File: src/srb_pkg.sv
// Shared types and constants for the sequence reorder buffer.
// No dependencies; imported by sequence_reorder_buffer_unit.
package srb_pkg;

	localparam int SEQ_W     = 32;
	localparam int TAG_W     = 4;
	localparam int DEPTH_DEF = 16;

	// One held entry of the store
	typedef struct packed {
		logic [SEQ_W-1:0] seq;
		logic [TAG_W-1:0] tag;
		logic             end_mark;
	} entry_t;

	// One result word, without its last flag
	typedef struct packed {
		logic [TAG_W-1:0] tag;
		logic [SEQ_W-1:0] seq;
		logic             end_mark;
		logic             status;
	} res_t;

	localparam logic ST_RELEASED = 1'b0;
	localparam logic ST_OVERFLOW = 1'b1;

endpackage

File: src/sequence_reorder_buffer_unit.sv
// Reorder buffer: sorted store in one synchronous RAM with in-order release.
// Depends on srb_pkg for entry and result types.
// An item walks down, moving each held entry it passes up one place, and is placed (at
// once into an empty store); release sends the top entry while it holds the next expected
// number, then flushes the last word. Overflow presents the dropped word. One item at a
// time, set by the insertion walk and release run through the RAM. Reset clears control
// state only; RAM entries above the fill count are never read, so the RAM needs no clearing.
module sequence_reorder_buffer_unit
	import srb_pkg::*;
#(
	parameter int DEPTH = DEPTH_DEF
) (
	input  logic             clk,
	input  logic             arst_n,
	input  logic             in_valid,
	output logic             in_ready,
	input  logic [SEQ_W-1:0] seq_num,
	input  logic [TAG_W-1:0] tag,
	input  logic             end_marker,
	output logic             out_valid,
	input  logic             out_ready,
	output logic [TAG_W-1:0] out_tag,
	output logic [SEQ_W-1:0] out_seq,
	output logic             out_end,
	output logic             status,
	output logic             last
);

	localparam int AW = $clog2(DEPTH);
	localparam int CW = $clog2(DEPTH + 1);
	localparam logic [CW-1:0] FULL = CW'(DEPTH);
	localparam logic [CW-1:0] ONE  = CW'(1);

	typedef enum logic [5:0] {
		ST_IDLE  = 6'b000001,
		ST_SHIFT = 6'b000010,
		ST_PLACE = 6'b000100,
		ST_RD    = 6'b001000,
		ST_CHK   = 6'b010000,
		ST_FLUSH = 6'b100000
	} state_t;

	// Store
	entry_t mem [DEPTH];
	entry_t rd_data_q;
	logic            rd_en;
	logic [AW-1:0]   rd_addr;
	logic            wr_en;
	logic [AW-1:0]   wr_addr;
	entry_t          wr_data;

	// Control and working registers
	state_t          state_q, state_d;
	logic [CW-1:0]   cnt_q, cnt_d;
	logic [AW-1:0]   pos_q, pos_d;
	logic [SEQ_W-1:0] next_q, next_d;
	logic            stopped_q, stopped_d;
	entry_t          new_q, new_d;
	res_t            pend_q, pend_d;
	logic            pend_v_q, pend_v_d;
	res_t            out_q;
	logic            out_last_q;
	logic            out_valid_q;

	logic            accept;
	logic            out_free;
	logic            push;
	logic            push_last;
	logic [AW-1:0]   pos_m1;
	logic [CW-1:0]   cnt_m1;
	logic [CW-1:0]   cnt_m2;
	logic            match;

	assign in_ready = (state_q == ST_IDLE);
	assign accept   = in_valid && in_ready;
	assign out_free = !out_valid_q || out_ready;
	assign pos_m1   = pos_q - AW'(1);
	assign cnt_m1   = cnt_q - ONE;
	assign cnt_m2   = cnt_q - CW'(2);
	assign match    = (rd_data_q.seq == next_q);

	// Sequencer: insertion walk, then release from the top
	always_comb begin
		state_d   = state_q;
		cnt_d     = cnt_q;
		pos_d     = pos_q;
		next_d    = next_q;
		stopped_d = stopped_q;
		new_d     = new_q;
		pend_d    = pend_q;
		pend_v_d  = pend_v_q;
		rd_en     = 1'b0;
		rd_addr   = '0;
		wr_en     = 1'b0;
		wr_addr   = '0;
		wr_data   = new_q;
		push      = 1'b0;
		push_last = 1'b0;

		unique case (state_q)
			ST_IDLE: begin
				if (accept && !stopped_q) begin
					new_d = '{seq: seq_num, tag: tag, end_mark: end_marker};
					if (cnt_q == FULL) begin
						// Drop the word and report overflow
						pend_d   = '{tag: tag, seq: seq_num, end_mark: end_marker,
							status: ST_OVERFLOW};
						pend_v_d = 1'b1;
						state_d  = ST_FLUSH;
					end else if (cnt_q == '0) begin
						wr_en   = 1'b1;
						wr_addr = '0;
						wr_data = '{seq: seq_num, tag: tag, end_mark: end_marker};
						cnt_d   = ONE;
						state_d = ST_RD;
					end else begin
						pos_d   = cnt_q[AW-1:0];
						rd_en   = 1'b1;
						rd_addr = cnt_m1[AW-1:0];
						state_d = ST_SHIFT;
					end
				end
			end
			ST_SHIFT: begin
				if (new_q.seq >= rd_data_q.seq) begin
					// Move the held entry one place up
					wr_en   = 1'b1;
					wr_addr = pos_q;
					wr_data = rd_data_q;
					pos_d   = pos_m1;
					if (pos_m1 == '0) begin
						state_d = ST_PLACE;
					end else begin
						rd_en   = 1'b1;
						rd_addr = pos_m1 - AW'(1);
					end
				end else begin
					wr_en   = 1'b1;
					wr_addr = pos_q;
					cnt_d   = cnt_q + ONE;
					state_d = ST_RD;
				end
			end
			ST_PLACE: begin
				wr_en   = 1'b1;
				wr_addr = pos_q;
				cnt_d   = cnt_q + ONE;
				state_d = ST_RD;
			end
			ST_RD: begin
				rd_en   = 1'b1;
				rd_addr = cnt_m1[AW-1:0];
				state_d = ST_CHK;
			end
			ST_CHK: begin
				if (cnt_q != '0 && match) begin
					if (!pend_v_q || out_free) begin
						// Send the previous word; it is not the last
						push      = pend_v_q;
						push_last = 1'b0;
						pend_d    = '{tag: rd_data_q.tag, seq: rd_data_q.seq,
							end_mark: rd_data_q.end_mark, status: ST_RELEASED};
						pend_v_d  = 1'b1;
						cnt_d     = cnt_m1;
						if (rd_data_q.end_mark) begin
							stopped_d = 1'b1;
							state_d   = ST_FLUSH;
						end else begin
							next_d = next_q + SEQ_W'(1);
							if (cnt_q == ONE) begin
								state_d = ST_FLUSH;
							end else begin
								rd_en   = 1'b1;
								rd_addr = cnt_m2[AW-1:0];
							end
						end
					end
				end else if (pend_v_q) begin
					state_d = ST_FLUSH;
				end else begin
					state_d = ST_IDLE;
				end
			end
			ST_FLUSH: begin
				if (out_free) begin
					push      = 1'b1;
					push_last = 1'b1;
					pend_v_d  = 1'b0;
					state_d   = ST_IDLE;
				end
			end
			default: state_d = ST_IDLE;
		endcase
	end

	// RAM: one write and one registered read per cycle
	always_ff @(posedge clk) begin
		if (wr_en) begin
			mem[wr_addr] <= wr_data;
		end
		if (rd_en) begin
			rd_data_q <= mem[rd_addr];
		end
	end

	// Control state
	always_ff @(posedge clk or negedge arst_n) begin
		if (!arst_n) begin
			state_q     <= ST_IDLE;
			cnt_q       <= '0;
			next_q      <= '0;
			stopped_q   <= 1'b0;
			pend_v_q    <= 1'b0;
			out_valid_q <= 1'b0;
		end else begin
			state_q   <= state_d;
			cnt_q     <= cnt_d;
			next_q    <= next_d;
			stopped_q <= stopped_d;
			pend_v_q  <= pend_v_d;
			if (push) begin
				out_valid_q <= 1'b1;
			end else if (out_ready) begin
				out_valid_q <= 1'b0;
			end
		end
	end

	// Payload registers
	always_ff @(posedge clk) begin
		pos_q  <= pos_d;
		new_q  <= new_d;
		pend_q <= pend_d;
		if (push) begin
			out_q      <= pend_q;
			out_last_q <= push_last;
		end
	end

	assign out_valid = out_valid_q;
	assign out_tag   = out_q.tag;
	assign out_seq   = out_q.seq;
	assign out_end   = out_q.end_mark;
	assign status    = out_q.status;
	assign last      = out_last_q;

	// Checks
	a_cnt_bound: assert property (@(posedge clk) disable iff (!arst_n)
		cnt_q <= FULL)
		else $error("fill count beyond depth");

	a_no_overwrite: assert property (@(posedge clk) disable iff (!arst_n)
		push |-> out_free)
		else $error("result word overwritten before it was taken");

	a_stopped_quiet: assert property (@(posedge clk) disable iff (!arst_n)
		stopped_q && state_q == ST_IDLE |=> !pend_v_q && state_q == ST_IDLE)
		else $error("activity after end of stream");

	a_shift_pos: assert property (@(posedge clk) disable iff (!arst_n)
		state_q == ST_SHIFT |-> pos_q != '0 && CW'(pos_q) <= cnt_q)
		else $error("insertion walk out of range");

endmodule
File: config.mk
export PLATFORM = sky130hd
export DESIGN_NAME = sequence_reorder_buffer_unit
export DESIGN_NICKNAME = d
export VERILOG_FILES = /design/src/srb_pkg.sv /design/src/sequence_reorder_buffer_unit.sv
export SDC_FILE = /design/constraint.sdc
export NUM_CORES = 1
export LEC_CHECK = 0
export BUFFER_PORTS_ARGS = -buffer_cell sky130_fd_sc_hd__buf_2
export CORE_MARGIN = 5
export CORE_UTILIZATION = 25
export DETAILED_ROUTE_END_ITERATION = 6
export PLACE_DENSITY = 0.45
export SLEW_MARGIN = 20
export SYNTH_ARGS = -nofsm -noshare
export SYNTH_HDL_FRONTEND = slang
export SYNTH_SLANG_ARGS = --single-unit
File: constraint.sdc
create_clock -name clk -period 6.2 [get_ports clk]
set_clock_uncertainty 0.05 [all_clocks]
set_input_delay 0.62 -clock clk [delete_from_list [all_inputs] [get_ports clk]]
set_output_delay 0.62 -clock clk [all_outputs]
set_load 0.01 [all_outputs]
# After elaboration in Yosys (flattened, before gate mapping)
# Memory sizes are Yosys's and may differ from the RTL's. A register that Yosys moved wholly into a read port is not among the register bits.
# Index checks and enable logic that the tools add are counted.
# word_totals
out_inout_bits	41
mem_bits_rw	592
regBits	164
n_memories	1
# memory_table
memory	words	width	rd	rd_ports_with_merged_regs	write_ports	line_no	text
mem	16	37	1	1	1	sequence_reorder_buffer_unit.sv:44	entry_t mem [DEPTH];
# op_classes
order_cmp	1
reduce_logical	25
bitwise_logic	1
n_mux	73
n_addsub	6
n_eq_ne	22
# op_table
op	count
38-bit 2-to-1 mux	4
37-bit 2-to-1 mux	4
38-bit one-hot mux with 2 select lines	1
37-bit one-hot mux with 2 select lines	1
4-bit 2-to-1 mux	15
6-bit 2-to-1 mux	10
6-bit one-hot mux with 6 select lines	1
32-bit by 1-bit adder with 32-bit output (second input constant)	1
32-bit == test	1
32-bit >= comparator	1
5-bit 2-to-1 mux	6
1-bit 2-to-1 mux	24
5-bit one-hot mux with 4 select lines	1
4-bit one-hot mux with 4 select lines	1
5-bit AND reduction	3
2-bit inequality test (second input constant)	7
4-bit one-hot mux with 2 select lines	1
4-bit AND reduction	2
4-bit by 1-bit subtractor with 4-bit output (second input constant)	2
7-bit AND reduction	1
6-bit by 1-bit == test with 1-bit output (second input constant)	1
6-bit by 2-bit == test with 1-bit output (second input constant)	1
6-bit by 3-bit == test with 1-bit output (second input constant)	1
6-bit by 4-bit == test with 1-bit output (second input constant)	1
other kinds (26)	37

# Depth between registers and ports, before layout
# Gate-level depths: netlist of the first run.
# depth
word_depth	7
depth_mapped	15

# Worst setup path before layout of the first run
# No wires, ideal clock.
# synth_timing
path_kind	register to register
from	register state_q[3]
to	memory mem[2][0] (netlist name) (enable)
setup_ps	524
t_required_ps	5626
path_stages_with_launch	6
slack_ps	722
arrival_time_ps	4904
cell_sequence	dfrtp_1 > nor4_1 > nand3b_1 > and2_1 > clkbuf_1 > nor4_1
# synth_between
elab_chain_cells	7
# synth_rtl
element	line_no	text
from (decl)	sequence_reorder_buffer_unit.sv:53	state_t state_q, state_d;
from (signal assigned)	sequence_reorder_buffer_unit.sv:216	state_q <= state_d;
6-bit by 1-bit == test with 1-bit output	sequence_reorder_buffer_unit.sv:74, sequence_reorder_buffer_unit.sv:100	
1-bit logical AND	sequence_reorder_buffer_unit.sv:75	assign accept = in_valid && in_ready;
1-bit logical AND	sequence_reorder_buffer_unit.sv:102	if (accept && !stopped_q) begin
1-bit 2-to-1 mux	sequence_reorder_buffer_unit.sv:102	
1-bit one-hot mux with 2 select lines	sequence_reorder_buffer_unit.sv:100	unique case (state_q)
1-bit 2-to-1 mux	sequence_reorder_buffer_unit.sv:198	if (wr_en) begin
1-bit 2-to-1 mux (implied by the code)	sequence_reorder_buffer_unit.sv:199	mem[wr_addr] <= wr_data;
to (decl)	sequence_reorder_buffer_unit.sv:44	
# Parallel ways exist; a longest one is shown, timed or not.

# Worst setup path in the final report of the first run
# layout_timing
from	register, netlist name rd_data_q[5]
to	register, netlist name rd_data_q[20]
# layout_between
elab_chain_cells	4
# layout_rtl
element
branches (longest 4 deep; another with 32-bit >= comparator)
# Several ways; the timed one is not identified.
# A chain may end at the register's enable or synchronous reset.

==> results of run 1 <==
kinds of logic after synthesis:
kind of cell	after synthesis	share of synthesized area
flops	793	0.735
simple gates	302	0.0526
mux	297	0.0927
compound gates	290	0.0600
buf+inv	178	0.0256
xor+xnor	63	0.0172
fa+ha+maj	42	0.0164
flip-flops by register name, summed over array words and instances, names as in the netlist:
name and count:
pos_q 4, rd_data_q 37, status 1, next_q 32
last 1, new_q 37, mem 592, cnt_q 5
out_seq 32, out_tag 4, out_valid 1, state_q 6
out_end 1, pend_v_q 1, stopped_q 1, pend_q 38
layout make-up:
| type | count | area share |
|---|---|---|
| flip-flops and latches | 793 | 0.629 |
| multi-input cells | 994 | 0.209 |
| clock buffers | 101 | 0.0586 |
| well taps | 1662 | 0.0554 |
| repair buffers | 142 | 0.0266 |
| clock inverters | 57 | 0.0136 |
| inverters | 85 | 0.00851 |
| diodes | 1 | 0.0000667 |
power groups by stage:
stage / combinational, mW / clock (mW) / sequential [mW]
2_1_floorplan: 2.30 / 0 / 7.04
3_3_place_gp: 3.45 / 0 / 7.32
3_5_place_dp: 3.50 / 0 / 7.32
4_1_cts: 3.52 / 5.09 / 7.21
5_1_grt: 3.79 / 5.31 / 7.25
6_report: 3.48 / 4.96 / 7.22
worst max-delay path, delay by kind of cell (launching register included):
family	cells	cell delay, ns
buffers and inverters	1	0.37
AO/OA/AOI/OAI	4	1.56
AND/OR/NAND/NOR	5	1.82
flip-flops	1	0.58
adder cells (fa/ha/maj)	1	0.37
per-layer routing:
metal  wire length (um)  GRT usage  vias to the layer above
met3               5690     0.0286                      112
met4               1910     0.0356                        2
li1                   -          -                     8020
met2              41700      0.210                      538
met5                 14          0                        -
met1              38600      0.167                     9135
through the flow:
step                cells  worst slack [ns]  hold WS, ns  power (mW)
floorplan            1965             0.722        0.274        9.34
global placement     3675              1.22        0.353        10.8
detailed placement   3676              1.17        0.355        10.8
CTS                  3834              1.15       0.0373        15.8
global route         3835             0.908       0.0730        16.3
finish               3835              1.13       0.0327        15.7
how the worst min path moves through the flow:
stage                                       end                  from  cells past startpoint
final                     out_valid$_DFFE_PN0P_                arst_n                      2
after global routing      out_valid$_DFFE_PN0P_                arst_n                      2
after CTS                  cnt_q[1]$_DFFE_PN0P_                arst_n                      2
after detailed placement  out_seq[13]$_DFFE_PP_  pend_q[15]$_DFFE_PP_                      0
after global placement     out_seq[4]$_DFFE_PP_   pend_q[6]$_DFFE_PP_                      0
after floorplan            cnt_q[0]$_DFFE_PN0P_                arst_n                      0
placed cells by master, fill, tap and decap left out, types with 35 or more instances in the layout:
master / synthesis / layout
edfxtp_1: 747 / 747
mux2i_1: 296 / 296
o22ai_1: 151 / 151
nand2_1: 104 / 104
clkbuf_16: 0 / 85
inv_1: 85 / 84
buf_2: 47 / 81
buf_4: 5 / 51
o21ai_0: 46 / 46
dfrtp_1: 45 / 45
ha_1: 42 / 42
a222oi_1: 37 / 37
or4_1: 37 / 37
xnor2_1: 35 / 35
==> metrics.txt, run 1 <==
sequential-to-total area share from yosys stat=0.735; port bufs=81; CTS Hold Buffers Added=0; initial antenna violation count=2; Die X=368 um; Req. time, crit path=between 6 and 7 ns; Syn-to-layout area delta=17.0%; Worst Setup SP=rd_data_q[5]$_DFFE_PP_; GRT overflow=0; max-cap check violation count=0; Setup TNS=0 ns; async set-or-reset flop fraction in the synthesized netlist=0.0580; # rows=131; Post-CTS Setup Bufs=0; crit share post-route=0.818; H-tree levels=3; vias in the first global route=18300; FILL cells=~13000; Main synth FF type=edfxtp_1; post-cts sizing count=0; vias per cell=4.64; via count=17800; crit path cell chain=ha_1 -> nand2b_1 -> a2111oi_0 -> nand3b_1 -> o211ai_1 -> nand2_1 -> o221ai_1 -> nand3_2 -> buf_4 -> o22ai_1 -> or4_1; sw power=4.87 mW; Setup crit start kind=flop; Worst setup EP type=flop; Synth top cells by count=edfxtp_1, mux2i_1, o22ai_1, nand2_1, inv_1; PwrDens=417 nW/um2; Skew-Pair Late Insertion Delay=~0.65 ns; CP endpoint=rd_data_q[20]$_DFFE_PP_; worst-case reg-to-reg path depth=11; Clk network pwr share=0.317; Synth top area share=0.699; most common cell in the netlist=edfxtp_1; status=complete, but fails checks; WL/cell=22.9 um; CP peak stage delay=0.82 ns; share of cells above drive strength 1=0.142; final instance area=around 38000 um2; Final min period=5.07 ns; sw frac=0.311; setup violators final=0; hold crit path type=in2async; Reg-to-Reg End=rd_data_q[20]$_DFFE_PP_; Num CTS Buffers=85; Global Route Usage Sum=0.127; Die ar.=136000 um2; core area=around 130000 um2; first-pass GRT wire length=between 100000 and 150000 um; Synth cell types=66; clock edge transition at the registers on the reported setup and hold paths=0.06 ns; syn_nets=2048; CTS tree=yes; Post-DP Area=34800 um2; leading area contributor after synthesis=edfxtp_1; area of the multi-input gates=7820 um2; Chip Height=roughly 370 um; dominant cells by area after synthesis=edfxtp_1, mux2i_1, dfrtp_1; Syn Area/Cell=16.3 um2; Initial Util=0.251; Reg2Reg Setup Slack=between 1 and 1.5 ns; clock tree buffer depth=3; CP max stage cell=a2111oi_0; GP Congestion=0.777; Comb power frac=0.222; Pint=10.8 mW; failing checks=DRC; WS Path Type=reg2reg; RSZ-0062 raised after global routing=false; Seq cells post-synth=793; I/O pin total=82; Synth Cell Area=approximately 32000 um2; DRT Pass-1 Iters=7; Root Buffer=clkbuf_16; pin count of the biggest net entering global routing=76; Worst Path Arrival=5.35 ns; Mapped Cells=1965; YS warnings=0; Final ANT Viol Nets=0; VDD IR max=0.195 mV; Routed WL=87900 um; DRT iter0 DRCs=1682; Pleak=between 10 and 15 nW; worst-path fanout max=21; final hold violations=0; fin util=0.294; RR Startpoint=rd_data_q[5]$_DFFE_PP_; DP HPWL=54300 um; number of synthesized flops with an enable pin=747; Layout Nets=2184; Max Fclk=just under 0.2 GHz; Register Area=between 20000 and 25000 um2; Slew Viols, Final=0; Slew HR=0.339; clk sink count=approximately 800; Slew @ Worst Pin=0.992 ns; # DRC=3; Reg power frac=0.461
Power figures use the tool's default switching activity.
==> run 2, diff against run 1 <==
- clock period: 6.2 -> 5.3 ns (I/O delays scaled with it)
==> run 2 against run 1 <==
Net effect: the run still ends with DRC left; maximum frequency rose by 5.0%; total power increased by 16%; sequential share of layout area shrank 0.23 points; global-route usage about the same; final cell count grew 0.42%; via count rose by 0.49%; routed wire length is 0.30% lower; count of clock-buffer cells in the layout is 9 higher; largest power group unchanged.
==> metrics.txt, run 2 (synthesis results as in run 1) <==
sw power=5.65 mW (+16%); Routed WL=87600 um (-0.30%); Req. time, crit path=5.61 ns (-0.87 ns); max reg flops=592 (unchanged); hold crit path type=in2reg; clock tree buffer depth=3 (unchanged); H-tree levels=3 (unchanged); WL/cell=22.8 um (-0.72%); Layout Nets=2205 (+0.96%); Worst setup EP type=flop; via count=17900 (+0.49%); Initial Util=0.251 (unchanged); crit path cell chain=inv_1 -> ha_1 -> nand4_1 -> nor3_1 -> a221oi_1 -> o211ai_1 -> nand4_1 -> nand3_4 -> buf_12 -> buf_4 -> mux2i_1 -> o22ai_1 -> or4_1; Num CTS Buffers=84 (-1.2%); Reg power frac=0.462 (about the same); Largest Register=mem; CP max stage cell=or4_1; DRT iter0 DRCs=1554 (-7.6%); GP Congestion=0.794 (+2.2%); Post-CTS Setup Bufs=0 (unchanged); share of cells above drive strength 1=0.147 (+0.00497); DP HPWL=53200 um (-2.0%); Slew HR=0.353 (+0.0141); Pint=12.6 mW (+16%); Die ar.=136000 um2 (unchanged); I/O pin total=82 (unchanged); clock edge transition at the registers on the reported setup and hold paths=0.06 ns (about the same); setup violators final=0 (unchanged); Final min period=4.83 ns (-0.244 ns); CP most frequent cell=nand4_1; WS Path Type=reg2reg; worst-path fanout max=34 (+62%); CTS tree=yes; crit-path leading delay family=simple AND/OR/NAND/NOR gates; vias in the first global route=18200 (-0.37%); pre-CTS WS=0.308 ns (-0.860 ns); Chip Height=368 um (unchanged); PwrDens=483 nW/um2 (+16%); Setup crit start kind=flop; # DRC=2 (-1); GRT overflow=0 (unchanged); failing checks=DRC; port bufs=81 (unchanged); Pleak=12.4 nW (+0.87%); Comb power frac=0.230 (+0.008); Max Fclk=0.207 GHz (+5.0%); Syn-to-layout area delta=17.4%; Worst Path Arrival=5.14 ns (-0.21 ns); Slew Viols, Final=0 (unchanged); # rows=131 (unchanged); status=complete, but fails checks; vias per cell=4.65 (about the same); sw frac=0.310 (-0.00105); Top Registers=mem (592), pend_q (38); Clk network pwr share=0.307 (-0.010); setup ws final=0.469 ns (-0.656 ns); crit share post-route=0.911 (+0.0930); most common cell after layout, fill and taps aside=edfxtp_1; final hold violations=0 (unchanged); DRT Pass-1 Iters=7 (unchanged); CP Buf/Inv Count=3 (+2); Setup TNS=0 ns (unchanged); Skew-Pair Late Insertion Delay=0.65 ns (about the same); Root Buffer=clkbuf_16; clk sink count=793 (unchanged); most frequent cells in the layout=edfxtp_1, mux2i_1, o22ai_1; VDD IR max=0.261 mV (+34%); CP peak stage delay=0.55 ns (-0.27 ns); max-cap check violation count=0 (unchanged); pin count of the biggest net entering global routing=93 (+22%); core area=128000 um2 (unchanged); first-pass GRT wire length=128000 um (+0.62%); RSZ-0062 raised after global routing=false; Slew @ Worst Pin=0.970 ns (-0.0211 ns); Global Route Usage Sum=0.127 (+0.000455); initial antenna violation count=4 (+2); Die X=368 um (unchanged); Final ANT Viol Nets=0 (unchanged)
## run 2: power groups by stage
stage                     clock [mW]  combinational [mW]  sequential (mW)
after floorplan                    0                2.69             8.24
after global placement             0                4.14             8.53
after detailed placement           0                4.22             8.53
after CTS                       5.78                4.23             8.40
after global routing            6.04                4.57             8.44
final                           5.59                4.19             8.41
## run 2: final timing paths
kind                                               from  slack, ns  cells past startpoint                 endpoint
worst max-delay path            rd_data_q[20]$_DFFE_PP_       0.47                     13  rd_data_q[35]$_DFFE_PP_
worst min-delay path                         seq_num[5]       0.05                      1      new_q[10]$_DFFE_PP_
worst max register to register  rd_data_q[20]$_DFFE_PP_       0.47                     13  rd_data_q[35]$_DFFE_PP_
worst min register to register      pend_q[8]$_DFFE_PP_       0.36                      0     out_seq[6]$_DFFE_PP_
max in group asynchronous                        arst_n       4.24                      3   next_q[10]$_DFFE_PN0P_
min in group asynchronous                        arst_n       0.48                      3     cnt_q[1]$_DFFE_PN0P_
## run 2: what timing repair did
| action | 4_1_cts | 5_1_grt |
|---|---|---|
| endpoints found under the hold margin | 46 | 0 |
| hold buffers | 2 | 0 |
| gates resized for setup | 0 | 0 |
## run 2: worst reg2reg max path, delay by kind of cell (launching register included)
kind,cells,cell delay [ns]
AOI/OAI and AO/OA,3,0.73
and+or+nand+nor,5,1.73
DFF,1,0.53
muxes,1,0.32
buffers and inverters,3,0.87
adders and majority gates,1,0.30
## run 2: cell type report
type | count | area, um2
Clock inverter | 41 | 373
Timing Repair Buffer | 164 | 1250
Multi-Input combinational cell | 994 | 7830
Antenna cell | 2 | 5.00
Inverter | 85 | 319
Clock buffer | 110 | 2220
Fill cell | 12600 | 89900
Sequential cell | 793 | 23600
Tap cell | 1662 | 2080
## run 2: through the flow
step,total power [mW],instances,util,hold slack [ns],instance area (um2)
2_1_floorplan,10.9,1965,-,0.184,32100
3_3_place_gp,12.7,3696,0.275,0.351,35000
3_5_place_dp,12.8,3696,0.275,0.355,35000
4_1_cts,18.4,3849,0.295,0.00464,37600
5_1_grt,19.1,3850,0.295,0.0227,37600
6_report,18.2,3851,0.295,0.0549,37700
## run 2: metal layers
| metal | track usage | vias to the layer above | wire length [um] |
|---|---|---|---|
| met5 | 0 | - | 0 |
| met4 | 0.0373 | 0 | 2050 |
| met3 | 0.0185 | 118 | 4840 |
| met2 | 0.214 | 521 | 42300 |
| met1 | 0.171 | 9189 | 38400 |
| li1 | - | 8067 | - |
